`src/hw/rtl/ssfe_pkg.sv`:
```
// shared types, constants and helpers for the scheduled screen fade engine
// no dependencies; every other rtl file but ssfe_ram imports this package
package ssfe_pkg;

	// cue table geometry
	localparam int CUE_SLOTS = 32;
	localparam int SLOT_W    = $clog2(CUE_SLOTS);

	// item kinds
	localparam logic [1:0] K_LOAD  = 2'd0;
	localparam logic [1:0] K_START = 2'd1;
	localparam logic [1:0] K_NEXT  = 2'd2;
	localparam logic [1:0] K_TICK  = 2'd3;

	// fade kinds
	localparam logic [1:0] FT_OUT   = 2'd0;
	localparam logic [1:0] FT_BLACK = 2'd1;
	localparam logic [1:0] FT_WHITE = 2'd2;
	localparam logic [1:0] FT_RED   = 2'd3;

	localparam logic [23:0] COL_BLACK = 24'h000000;
	localparam logic [23:0] COL_WHITE = 24'hffffff;
	localparam logic [23:0] COL_RED   = 24'hff0000;

	// ramp arithmetic, fraction in q1.16
	localparam logic [16:0] FRAC_ONE  = 17'h10000;
	localparam logic [16:0] RATE_SAT  = 17'h1ffff;
	localparam logic [15:0] HOLD_BIAS = 16'h0040;
	localparam logic [15:0] LEN_TRIM  = 16'd4;
	localparam logic [15:0] LEN_MIN   = 16'd5;

	// reciprocal divider: quotient bits of 65536 / len
	localparam int RECIP_STEPS = 17;
	localparam int RECIP_CNT_W = $clog2(RECIP_STEPS);

	typedef struct packed {
		logic [1:0]         kind;
		logic [4:0]         cue_slot;
		logic [7:0]         cue_scene;
		logic [1:0]         cue_fade_type;
		logic [15:0]        cue_start;
		logic [15:0]        cue_length;
		logic signed [15:0] cue_hold;
		logic [15:0]        tick_delta;
	} cue_item_t;

	typedef struct packed {
		logic       draw;
		logic [7:0] red;
		logic [7:0] green;
		logic [7:0] blue;
		logic [7:0] alpha;
	} fade_result_t;

	// one stored cue table entry
	typedef struct packed {
		logic [7:0]  scene;
		logic [1:0]  fade_type;
		logic [15:0] start;
		logic [15:0] length;
		logic [15:0] hold;
	} cue_t;

	localparam int CUE_W = $bits(cue_t);

	// controller to datapath
	typedef struct packed {
		logic accept;
		logic exec;
		logic eval;
		logic ramp;
		logic acc;
		logic emit;
	} ssfe_cmd_t;

	// datapath to controller
	typedef struct packed {
		logic is_tick;
		logic fire;
		logic len_zero;
		logic div_done;
	} ssfe_stat_t;

	// slot number modulo the table depth, by at most three conditional subtracts
	function automatic logic [SLOT_W-1:0] slot_mod(input logic [4:0] s);
		logic [8:0] r;
		r = {4'd0, s};
		for (int k = 2; k >= 0; k--) begin
			if (int'(r) >= (CUE_SLOTS << k)) begin
				r = r - 9'(CUE_SLOTS << k);
			end
		end
		return r[SLOT_W-1:0];
	endfunction

endpackage

```
`src/hw/rtl/ssfe_ram.sv`:
```
// generic single write port ram with registered read
// depends on nothing
module ssfe_ram #(
	parameter int WIDTH = 8,
	parameter int DEPTH = 32
) (
	input  logic                     clk,
	input  logic                     we,
	input  logic [$clog2(DEPTH)-1:0] waddr,
	input  logic [WIDTH-1:0]         wdata,
	input  logic [$clog2(DEPTH)-1:0] raddr,
	output logic [WIDTH-1:0]         rdata
);

	logic [WIDTH-1:0] mem_q [DEPTH];
	logic [WIDTH-1:0] rdata_q;

	always_ff @(posedge clk) begin
		if (we) begin
			mem_q[waddr] <= wdata;
		end
		rdata_q <= mem_q[raddr];
	end

	assign rdata = rdata_q;

endmodule

```
`src/hw/rtl/ssfe_recip.sv`:
```
// serial restoring divider computing 65536 / divisor, one quotient bit a cycle
// depends on ssfe_pkg
module ssfe_recip
	import ssfe_pkg::*;
(
	input  logic        clk,
	input  logic        arst_n,
	input  logic        go,
	input  logic [15:0] divisor,
	output logic        done,
	output logic [16:0] quotient
);

	logic                   active_q;
	logic [RECIP_CNT_W-1:0] cnt_q;
	logic [15:0]            div_q;
	logic [15:0]            rem_q;
	logic [15:0]            quo_q;
	logic [16:0]            trial;
	logic                   qbit;
	logic [15:0]            rem_next;

	// dividend is a single one in bit 16; the remainder always fits below the divisor
	always_comb begin
		trial    = {rem_q, (cnt_q == RECIP_CNT_W'(RECIP_STEPS - 1))};
		qbit     = (trial >= {1'b0, div_q});
		rem_next = qbit ? 16'(trial - {1'b0, div_q}) : trial[15:0];
	end

	always_ff @(posedge clk or negedge arst_n) begin
		if (!arst_n) begin
			active_q <= 1'b0;
			cnt_q    <= '0;
		end else if (go) begin
			active_q <= 1'b1;
			cnt_q    <= RECIP_CNT_W'(RECIP_STEPS - 1);
		end else if (active_q) begin
			if (cnt_q == '0) begin
				active_q <= 1'b0;
			end else begin
				cnt_q <= cnt_q - 1'b1;
			end
		end
	end

	always_ff @(posedge clk) begin
		if (go) begin
			div_q <= divisor;
			rem_q <= '0;
			quo_q <= '0;
		end else if (active_q) begin
			rem_q <= rem_next;
			quo_q <= {quo_q[14:0], qbit};
		end
	end

	assign done     = active_q && (cnt_q == '0);
	assign quotient = {quo_q, qbit};

endmodule

```
`src/hw/rtl/ssfe_datapath.sv`:
```
// datapath: cue table, timers, reciprocal divider, ramp multiply and clamp, result register
// depends on ssfe_pkg, ssfe_ram, ssfe_recip
module ssfe_datapath
	import ssfe_pkg::*;
(
	input  logic         clk,
	input  logic         arst_n,
	input  cue_item_t    item,
	input  ssfe_cmd_t    cmd,
	output ssfe_stat_t   stat,
	output logic         done,
	output fade_result_t result
);

	cue_item_t           item_q;
	logic [SLOT_W-1:0]   ptr_q;
	logic [15:0]         scene_time_q;
	logic [15:0]         scene_count_q;
	logic [15:0]         fade_rem_q;
	logic [16:0]         frac_q;
	logic signed [17:0]  rate_q;
	logic [23:0]         colour_q;
	logic                neg_q;
	logic [15:0]         elapsed_q;
	logic                ramp_act_s1;
	logic signed [34:0]  prod_s1;
	logic                done_q;
	fade_result_t        result_q;

	cue_t                wr_cue;
	logic [CUE_W-1:0]    rd_data;
	cue_t                cue;
	logic                ram_we;
	logic [15:0]         new_time;
	logic [16:0]         start2;
	logic                fire;
	logic [15:0]         len_base;
	logic [15:0]         hold_base;
	logic                trim;
	logic [15:0]         fire_len;
	logic [15:0]         fire_hold;
	logic                len_zero;
	logic                div_go;
	logic                div_done;
	logic [16:0]         quotient;
	logic signed [17:0]  quo_mag;
	logic signed [17:0]  sat_mag;
	logic [15:0]         rem_diff;
	logic signed [35:0]  acc_sum;
	logic [16:0]         frac_next;
	logic [24:0]         alpha_prod;
	logic [7:0]          alpha;

	always_comb begin
		wr_cue.scene     = item_q.cue_scene;
		wr_cue.fade_type = item_q.cue_fade_type;
		wr_cue.start     = item_q.cue_start;
		wr_cue.length    = item_q.cue_length;
		wr_cue.hold      = item_q.cue_hold;
	end

	assign ram_we = cmd.exec && (item_q.kind == K_LOAD);

	ssfe_ram #(
		.WIDTH(CUE_W),
		.DEPTH(CUE_SLOTS)
	) u_table (
		.clk  (clk),
		.we   (ram_we),
		.waddr(slot_mod(item_q.cue_slot)),
		.wdata(wr_cue),
		.raddr(ptr_q),
		.rdata(rd_data)
	);

	// cue firing test and fade setup
	always_comb begin
		cue       = cue_t'(rd_data);
		new_time  = scene_time_q + item_q.tick_delta;
		start2    = {cue.start, 1'b0};
		fire      = (cue.scene != 8'd0) && ({8'd0, cue.scene} == scene_count_q) &&
			({1'b0, new_time} >= start2) && (start2 >= {1'b0, scene_time_q});
		len_base  = {cue.length[14:0], 1'b0};
		hold_base = {cue.hold[14:0], 1'b0};
		trim      = (cue.length >= LEN_MIN);
		fire_len  = trim ? (len_base - LEN_TRIM) : len_base;
		fire_hold = trim ? (hold_base + HOLD_BIAS) : hold_base;
		len_zero  = (fire_len == 16'd0);
		sat_mag   = $signed({1'b0, RATE_SAT});
		quo_mag   = $signed({1'b0, quotient});
	end

	assign div_go = cmd.eval && fire && !len_zero;

	ssfe_recip u_recip (
		.clk     (clk),
		.arst_n  (arst_n),
		.go      (div_go),
		.divisor (fire_len),
		.done    (div_done),
		.quotient(quotient)
	);

	// ramp accumulate, clamp to [0, 1], alpha scale by 255
	always_comb begin
		rem_diff   = fade_rem_q - elapsed_q;
		acc_sum    = $signed({19'd0, frac_q}) + 36'(prod_s1);
		if (acc_sum < 36'sd0) begin
			frac_next = '0;
		end else if (acc_sum > 36'sh10000) begin
			frac_next = FRAC_ONE;
		end else begin
			frac_next = acc_sum[16:0];
		end
		alpha_prod = {frac_q, 8'd0} - {8'd0, frac_q};
		alpha      = alpha_prod[23:16];
	end

	always_ff @(posedge clk) begin
		if (cmd.accept) begin
			item_q <= item;
		end
		if (cmd.eval) begin
			elapsed_q <= fire ? (new_time - start2[15:0]) : item_q.tick_delta;
		end
		if (cmd.ramp) begin
			prod_s1 <= 35'(rate_q) * 35'($signed({1'b0, elapsed_q}));
		end
	end

	always_ff @(posedge clk or negedge arst_n) begin
		if (!arst_n) begin
			ptr_q         <= '0;
			scene_time_q  <= '0;
			scene_count_q <= '0;
			fade_rem_q    <= '0;
			frac_q        <= '0;
			rate_q        <= '0;
			colour_q      <= '0;
			neg_q         <= 1'b0;
			ramp_act_s1   <= 1'b0;
			done_q        <= 1'b0;
			result_q      <= '0;
		end else begin
			done_q <= cmd.emit;
			if (cmd.exec && (item_q.kind == K_START)) begin
				ptr_q         <= slot_mod(item_q.cue_slot);
				scene_time_q  <= '0;
				scene_count_q <= '0;
				fade_rem_q    <= '0;
				frac_q        <= '0;
				rate_q        <= '0;
				colour_q      <= '0;
			end
			if (cmd.exec && (item_q.kind == K_NEXT)) begin
				scene_time_q  <= '0;
				scene_count_q <= scene_count_q + 1'b1;
			end
			if (cmd.eval) begin
				scene_time_q <= new_time;
				if (fire) begin
					fade_rem_q <= fire_hold + fire_len;
					neg_q      <= (cue.fade_type == FT_OUT);
					ptr_q      <= (ptr_q == SLOT_W'(CUE_SLOTS - 1)) ? '0 : ptr_q + 1'b1;
					if (len_zero) begin
						rate_q <= (cue.fade_type == FT_OUT) ? -sat_mag : sat_mag;
					end
					case (cue.fade_type)
						FT_OUT: begin
							frac_q <= FRAC_ONE;
						end
						FT_BLACK: begin
							colour_q <= COL_BLACK;
							frac_q   <= '0;
						end
						FT_WHITE: begin
							colour_q <= COL_WHITE;
							frac_q   <= '0;
						end
						default: begin
							colour_q <= COL_RED;
							frac_q   <= '0;
						end
					endcase
				end
			end
			if (div_done) begin
				rate_q <= neg_q ? -quo_mag : quo_mag;
			end
			if (cmd.ramp) begin
				ramp_act_s1 <= (fade_rem_q != 16'd0);
				if (fade_rem_q != 16'd0) begin
					fade_rem_q <= rem_diff[15] ? 16'd0 : rem_diff;
				end
			end
			if (cmd.acc && ramp_act_s1) begin
				frac_q <= frac_next;
			end
			if (cmd.emit) begin
				if ((item_q.kind == K_TICK) && ramp_act_s1 && (alpha != 8'd0)) begin
					result_q.draw  <= 1'b1;
					result_q.red   <= colour_q[23:16];
					result_q.green <= colour_q[15:8];
					result_q.blue  <= colour_q[7:0];
					result_q.alpha <= alpha;
				end else begin
					result_q <= '0;
				end
			end
		end
	end

	always_comb begin
		stat.is_tick  = (item_q.kind == K_TICK);
		stat.fire     = fire;
		stat.len_zero = len_zero;
		stat.div_done = div_done;
	end

	assign done   = done_q;
	assign result = result_q;

`ifndef SYNTH
	a_frac_range: assert property (@(posedge clk) disable iff (!arst_n)
		frac_q <= FRAC_ONE)
		else $error("ramp fraction above one");
	a_done_from_emit: assert property (@(posedge clk) disable iff (!arst_n)
		done_q |-> $past(cmd.emit))
		else $error("result strobe without emit");
	a_sat_rate: assert property (@(posedge clk) disable iff (!arst_n)
		cmd.eval && fire && len_zero |=> rate_q != 18'sd0)
		else $error("zero length fade left rate at zero");
`endif

endmodule

```
`src/hw/rtl/ssfe_ctrl.sv`:
```
// controller state machine sequencing decode, cue evaluation, divide, ramp and result
// depends on ssfe_pkg
module ssfe_ctrl
	import ssfe_pkg::*;
(
	input  logic       clk,
	input  logic       arst_n,
	input  logic       start,
	input  ssfe_stat_t stat,
	output ssfe_cmd_t  cmd,
	output logic       busy
);

	typedef enum logic [6:0] {
		S_IDLE = 7'b0000001,
		S_EXEC = 7'b0000010,
		S_EVAL = 7'b0000100,
		S_DIV  = 7'b0001000,
		S_RAMP = 7'b0010000,
		S_ACC  = 7'b0100000,
		S_EMIT = 7'b1000000
	} state_t;

	state_t state_q;
	state_t state_d;

	always_comb begin
		state_d = state_q;
		case (state_q)
			S_IDLE: begin
				if (start) begin
					state_d = S_EXEC;
				end
			end
			S_EXEC: begin
				state_d = stat.is_tick ? S_EVAL : S_EMIT;
			end
			S_EVAL: begin
				state_d = (stat.fire && !stat.len_zero) ? S_DIV : S_RAMP;
			end
			S_DIV: begin
				if (stat.div_done) begin
					state_d = S_RAMP;
				end
			end
			S_RAMP: begin
				state_d = S_ACC;
			end
			S_ACC: begin
				state_d = S_EMIT;
			end
			S_EMIT: begin
				state_d = S_IDLE;
			end
			default: begin
				state_d = S_IDLE;
			end
		endcase
	end

	always_ff @(posedge clk or negedge arst_n) begin
		if (!arst_n) begin
			state_q <= S_IDLE;
		end else begin
			state_q <= state_d;
		end
	end

	always_comb begin
		cmd.accept = (state_q == S_IDLE) && start;
		cmd.exec   = (state_q == S_EXEC);
		cmd.eval   = (state_q == S_EVAL);
		cmd.ramp   = (state_q == S_RAMP);
		cmd.acc    = (state_q == S_ACC);
		cmd.emit   = (state_q == S_EMIT);
	end

	assign busy = (state_q != S_IDLE);

`ifndef SYNTH
	a_accept_busy: assert property (@(posedge clk) disable iff (!arst_n)
		start && !busy |=> busy)
		else $error("accepted item did not raise busy");
	a_emit_once: assert property (@(posedge clk) disable iff (!arst_n)
		state_q == S_EMIT |=> state_q == S_IDLE)
		else $error("result emitted for more than one cycle");
	a_div_entry: assert property (@(posedge clk) disable iff (!arst_n)
		state_q == S_DIV |-> $past(state_q == S_EVAL) || $past(state_q == S_DIV))
		else $error("divide entered from wrong state");
`endif

endmodule

```
`src/hw/rtl/scheduled_screen_fade_engine.sv`:
```
// top level of the scheduled screen fade engine: controller plus datapath
// depends on ssfe_pkg, ssfe_ctrl, ssfe_datapath
//
// item flow: an item is taken on a rising edge with start high and busy low, and
// exactly one result comes back per item as a one-cycle done strobe on result.
// the receiver cannot stall, so result must be captured in the done cycle.
// load, start-sequence and next-scene items go through the exec and emit states;
// a tick also goes through eval, ramp and acc, and through a divide state when it
// fires a cue with a nonzero fade length: the reciprocal of the fade length comes
// from a serial divider producing one of its 17 quotient bits per cycle. busy drops
// in the done cycle, so the next item can be accepted while the result is on the ports.
// the cue table is a 32 entry ram, read through a registered port; entries that
// were never loaded hold no defined value and must not be reached by the cue
// pointer.
module scheduled_screen_fade_engine
	import ssfe_pkg::*;
(
	input  logic         clk,
	input  logic         arst_n,
	input  logic         start,
	output logic         busy,
	input  cue_item_t    item,
	output logic         done,
	output fade_result_t result
);

	ssfe_cmd_t  cmd;
	ssfe_stat_t stat;

	// sequencing: decode, cue check, optional divide, ramp multiply, clamp, result
	ssfe_ctrl u_ctrl (
		.clk   (clk),
		.arst_n(arst_n),
		.start (start),
		.stat  (stat),
		.cmd   (cmd),
		.busy  (busy)
	);

	// cue table, timers, divider, ramp arithmetic and the result register
	ssfe_datapath u_dp (
		.clk   (clk),
		.arst_n(arst_n),
		.item  (item),
		.cmd   (cmd),
		.stat  (stat),
		.done  (done),
		.result(result)
	);

endmodule
```
`config.mk`:
```
export PLATFORM = sky130hd
export DESIGN_NAME = scheduled_screen_fade_engine
export DESIGN_NICKNAME = d
export VERILOG_FILES = /design/src/hw/rtl/ssfe_pkg.sv /design/src/hw/rtl/ssfe_ram.sv /design/src/hw/rtl/ssfe_recip.sv /design/src/hw/rtl/ssfe_datapath.sv /design/src/hw/rtl/ssfe_ctrl.sv /design/src/hw/rtl/scheduled_screen_fade_engine.sv
export SDC_FILE = /design/constraint.sdc
export NUM_CORES = 2
export LEC_CHECK = 0
export BUFFER_PORTS_ARGS = -buffer_cell sky130_fd_sc_hd__buf_2
export CAP_MARGIN = 20
export CORE_ASPECT_RATIO = 1.1
export CORE_MARGIN = 2
export CORE_UTILIZATION = 55
export CTS_BUF_LIST = sky130_fd_sc_hd__clkbuf_8
export CTS_CLUSTER_DIAMETER = 40
export DETAILED_ROUTE_END_ITERATION = 16
export PLACE_DENSITY_LB_ADDON = 0.15
export SYNTH_ARGS = -nofsm -noshare
export SYNTH_HDL_FRONTEND = slang
export SYNTH_HIERARCHICAL = 1
export SYNTH_SLANG_ARGS = --single-unit
```
`constraint.sdc`:
```
create_clock -name clk -period 10.65 [get_ports clk]
set_input_delay 2.13 -clock clk [delete_from_list [all_inputs] [get_ports clk]]
set_output_delay 2.13 -clock clk [all_outputs]
set_load 0.005 [all_outputs]
```
==> out/qor.yml <==
dp_hpwl_um: 146000
end_kind: "flop"
die_h_um: 457
worstReg2RegEnd: "u_dp/prod_s1[34]"
drt-initial-drc-count: 5411
clk_pin_slew_ns: 0.06
status: "completed"
drive_gt1_share_pct: 10.4
max_freq_ghz: 0.129
crit_fanout: 19
max_cap_violations: 0
vias: 60900
final_max_slew_viol_count: 0
layout_min_cycle_time_ns: 7.74
grt-ovfl-total: 0
syn-num-nets: 7753
cp-start-kind: "flop"
dp_cells: 9476
syn_area_mm2: 0.102
tns_ns: 0
worstHoldPathCells: 2
portBuffers: 117
setup_viol: 0
topRoutingLayerUsed: "met4"
grt_pass1_wl_um: 385000
rows: 166
cpPeakStageDelay_ns: 0.92
fin_crit_sh_pct: 72.7
rsz0062_at_grt: "false"
pin_count: 119
reg2reg_depth: 20
ctsHoldBuffers: 0
htreeDepth: 5
wl_met3_um: 16900
max-slew-margin-rel_pct: 21.7
grt_pass1_vias: 61200
clockBufferDepth: 4
ant_nets: 0
r2r_slack_ns: 2.91
cp_data_required_time_ns: 11.44
root_buffer: "clkbuf_8"
die_w_um: 415
syn_area_per_cell_um2: 14.3
grtUsageTotal_pct: 27.2
cts_buffers: 379
cellLeakagePower_nw: 42.2
crit_type: "reg -> reg"
grt_antenna_before_repair: 9
tritoncts: "built"
die_area_mm2: 0.190
startpoint: "u_dp/elapsed_q[3]"
coreArea_mm2: 0.185
start_util_pct: 55.2
tightestPinTransition_ns: 1.17
grt_max_degree: 113
cts_resized: 0
detail_route.wl_per_cell_um: 25.6
power_density_mw_per_mm2: 216
path_cells: "nand2_1 -> fa_1 -> fa_1 -> inv_1 -> fa_1 -> fa_1 -> fa_1 -> inv_1 -> fa_1 -> inv_1 -> ha_1 -> a21oi_1 -> o21ai_0 -> a211oi_1 -> o311ai_1 -> a221oi_1 -> a21oi_1 -> a41o_1 -> o41a_1 -> xnor2_1"
drc: 0
gp_congestion: 0.868
worstReg2RegStart: "u_dp/elapsed_q[3]"
cp_slowest_cell: "edfxtp_1"
syn2layout_area_growth_pct: 9.73
hold_start: "u_dp/colour_q[22]"
finClkSkew_ns: 0.0755
whs_endpoint: "u_dp/colour_q[22]"
wirelength_met1_um: 104000
ir_worst_vdd_mv: 0.237
cpMostUsedCell: "fa_1"
ys_warn_count: 6
clock_latency_ns: 1.11
dr_wl_met2_um: 130000
totalWireLength_um: 260000
post_cts_buffers: 0
arrival_ns: 8.53
hp-class: "reg -> reg"
syn-instance-count: 7157
drt_pass1_iterations: 6
viasPerCell: 6.00
num-nets-final: 8021
hold_viol: 0
final_cells: 10100
cts.sinks: 2221
## layout by cell type (no fill, tap or decap), drive strengths merged, types with 19 or more instances in the layout
cell type,n
mux2i,951
clkbuf,388
a21oi,310
a31oi,79
dfxtp,89
nand3,234
o21ai,106
and2,134
a211oi,31
edfxtp,1971
a21o,47
a22o,156
dfrtp,160
xnor2,105
clkinv,117
nand2,529
o21a,19
nor3,101
nor2,174
fa,299
inv,623
a22oi,188
and3,42
xor2,57
or3,23
ha,213
nand4,30
buf,234
## where the power goes
part	leakage [nW]	internal (W)	switching (W)	total, W
Sequential	20.6	0.0101	0.000625	0.0108
Combinational	17.6	0.00239	0.00410	0.00649
Clock	3.91	0.00367	0.00335	0.00702
Total	42.2	0.0162	0.00808	0.0243
## flip-flops by register name (all words and copies together) (netlist names), 5 cells and up
signal,count
u_dp/u_recip/rem_q,16
u_dp/result,33
u_dp/scene_time_q,16
u_dp/u_recip/quo_q,16
u_ctrl/state_q,7
u_dp/elapsed_q,16
u_dp/item_q,80
u_dp/scene_count_q,16
u_dp/prod_s1,35
u_dp/u_table/mem_q,1824
u_dp/u_recip/div_q,16
u_dp/u_recip/cnt_q,5
u_dp/fade_rem_q,16
u_dp/u_table/rdata,57
u_dp/rate_q,18
u_dp/frac_q,17
u_dp/colour_q,24
u_dp/ptr_q,5
## worst max path at each step
stage,slack [ns],depth (start not counted),to
detailed placement,2.97,17,u_dp/prod_s1[34]
global placement,3.03,20,u_dp/prod_s1[34]
floorplan,3.89,22,u_dp/prod_s1[34]
CTS,2.97,17,u_dp/prod_s1[34]
finish,2.91,20,u_dp/prod_s1[34]
global route,2.60,17,u_dp/prod_s1[34]
## critical path, delay by kind of cell (launching register included)
family | cells | cell delay (ns)
adders and majority gates | 7 | 3.71
AOI/OAI and AO/OA | 8 | 2.27
DFF | 1 | 0.92
and+or+nand+nor | 1 | 0.26
buffers and inverters | 3 | 0.17
xor gates and xnor gates | 1 | 0.13
## stage by stage
step | total power, W | area (um^2) | hold slack [ns] | worst slack (ns) | util, %
after floorplan | 0.0153 | 102000 | 0.440 | 3.89 | -
after global placement | 0.0173 | 105000 | 0.451 | 3.03 | 56.8
after detailed placement | 0.0173 | 105000 | 0.457 | 2.97 | 56.9
after CTS | 0.0243 | 112000 | 0.469 | 2.97 | 60.5
after global routing | 0.0253 | 112000 | 0.488 | 2.60 | 60.6
final | 0.0243 | 112000 | 0.468 | 2.91 | 60.6
## layout make-up
cell class | instances | area, um^2
Clock buffer | 388 | 5340
Fill cell | 14100 | 73100
Sequential cell | 2221 | 65000
Timing Repair Buffer | 234 | 1650
Clock inverter | 269 | 1480
Tap cell | 2436 | 3050
Inverter | 497 | 1870
Antenna cell | 5 | 12.5
Multi-Input combinational cell | 4092 | 34000
## layer usage
metal	GRT usage, %	vias up
met4	9.44	0
met5	0	-
met1	35.4	31100
met3	4.48	500
met2	46.5	2145
li1	-	27100
Note: power is estimated with default switching activity, not from simulation.
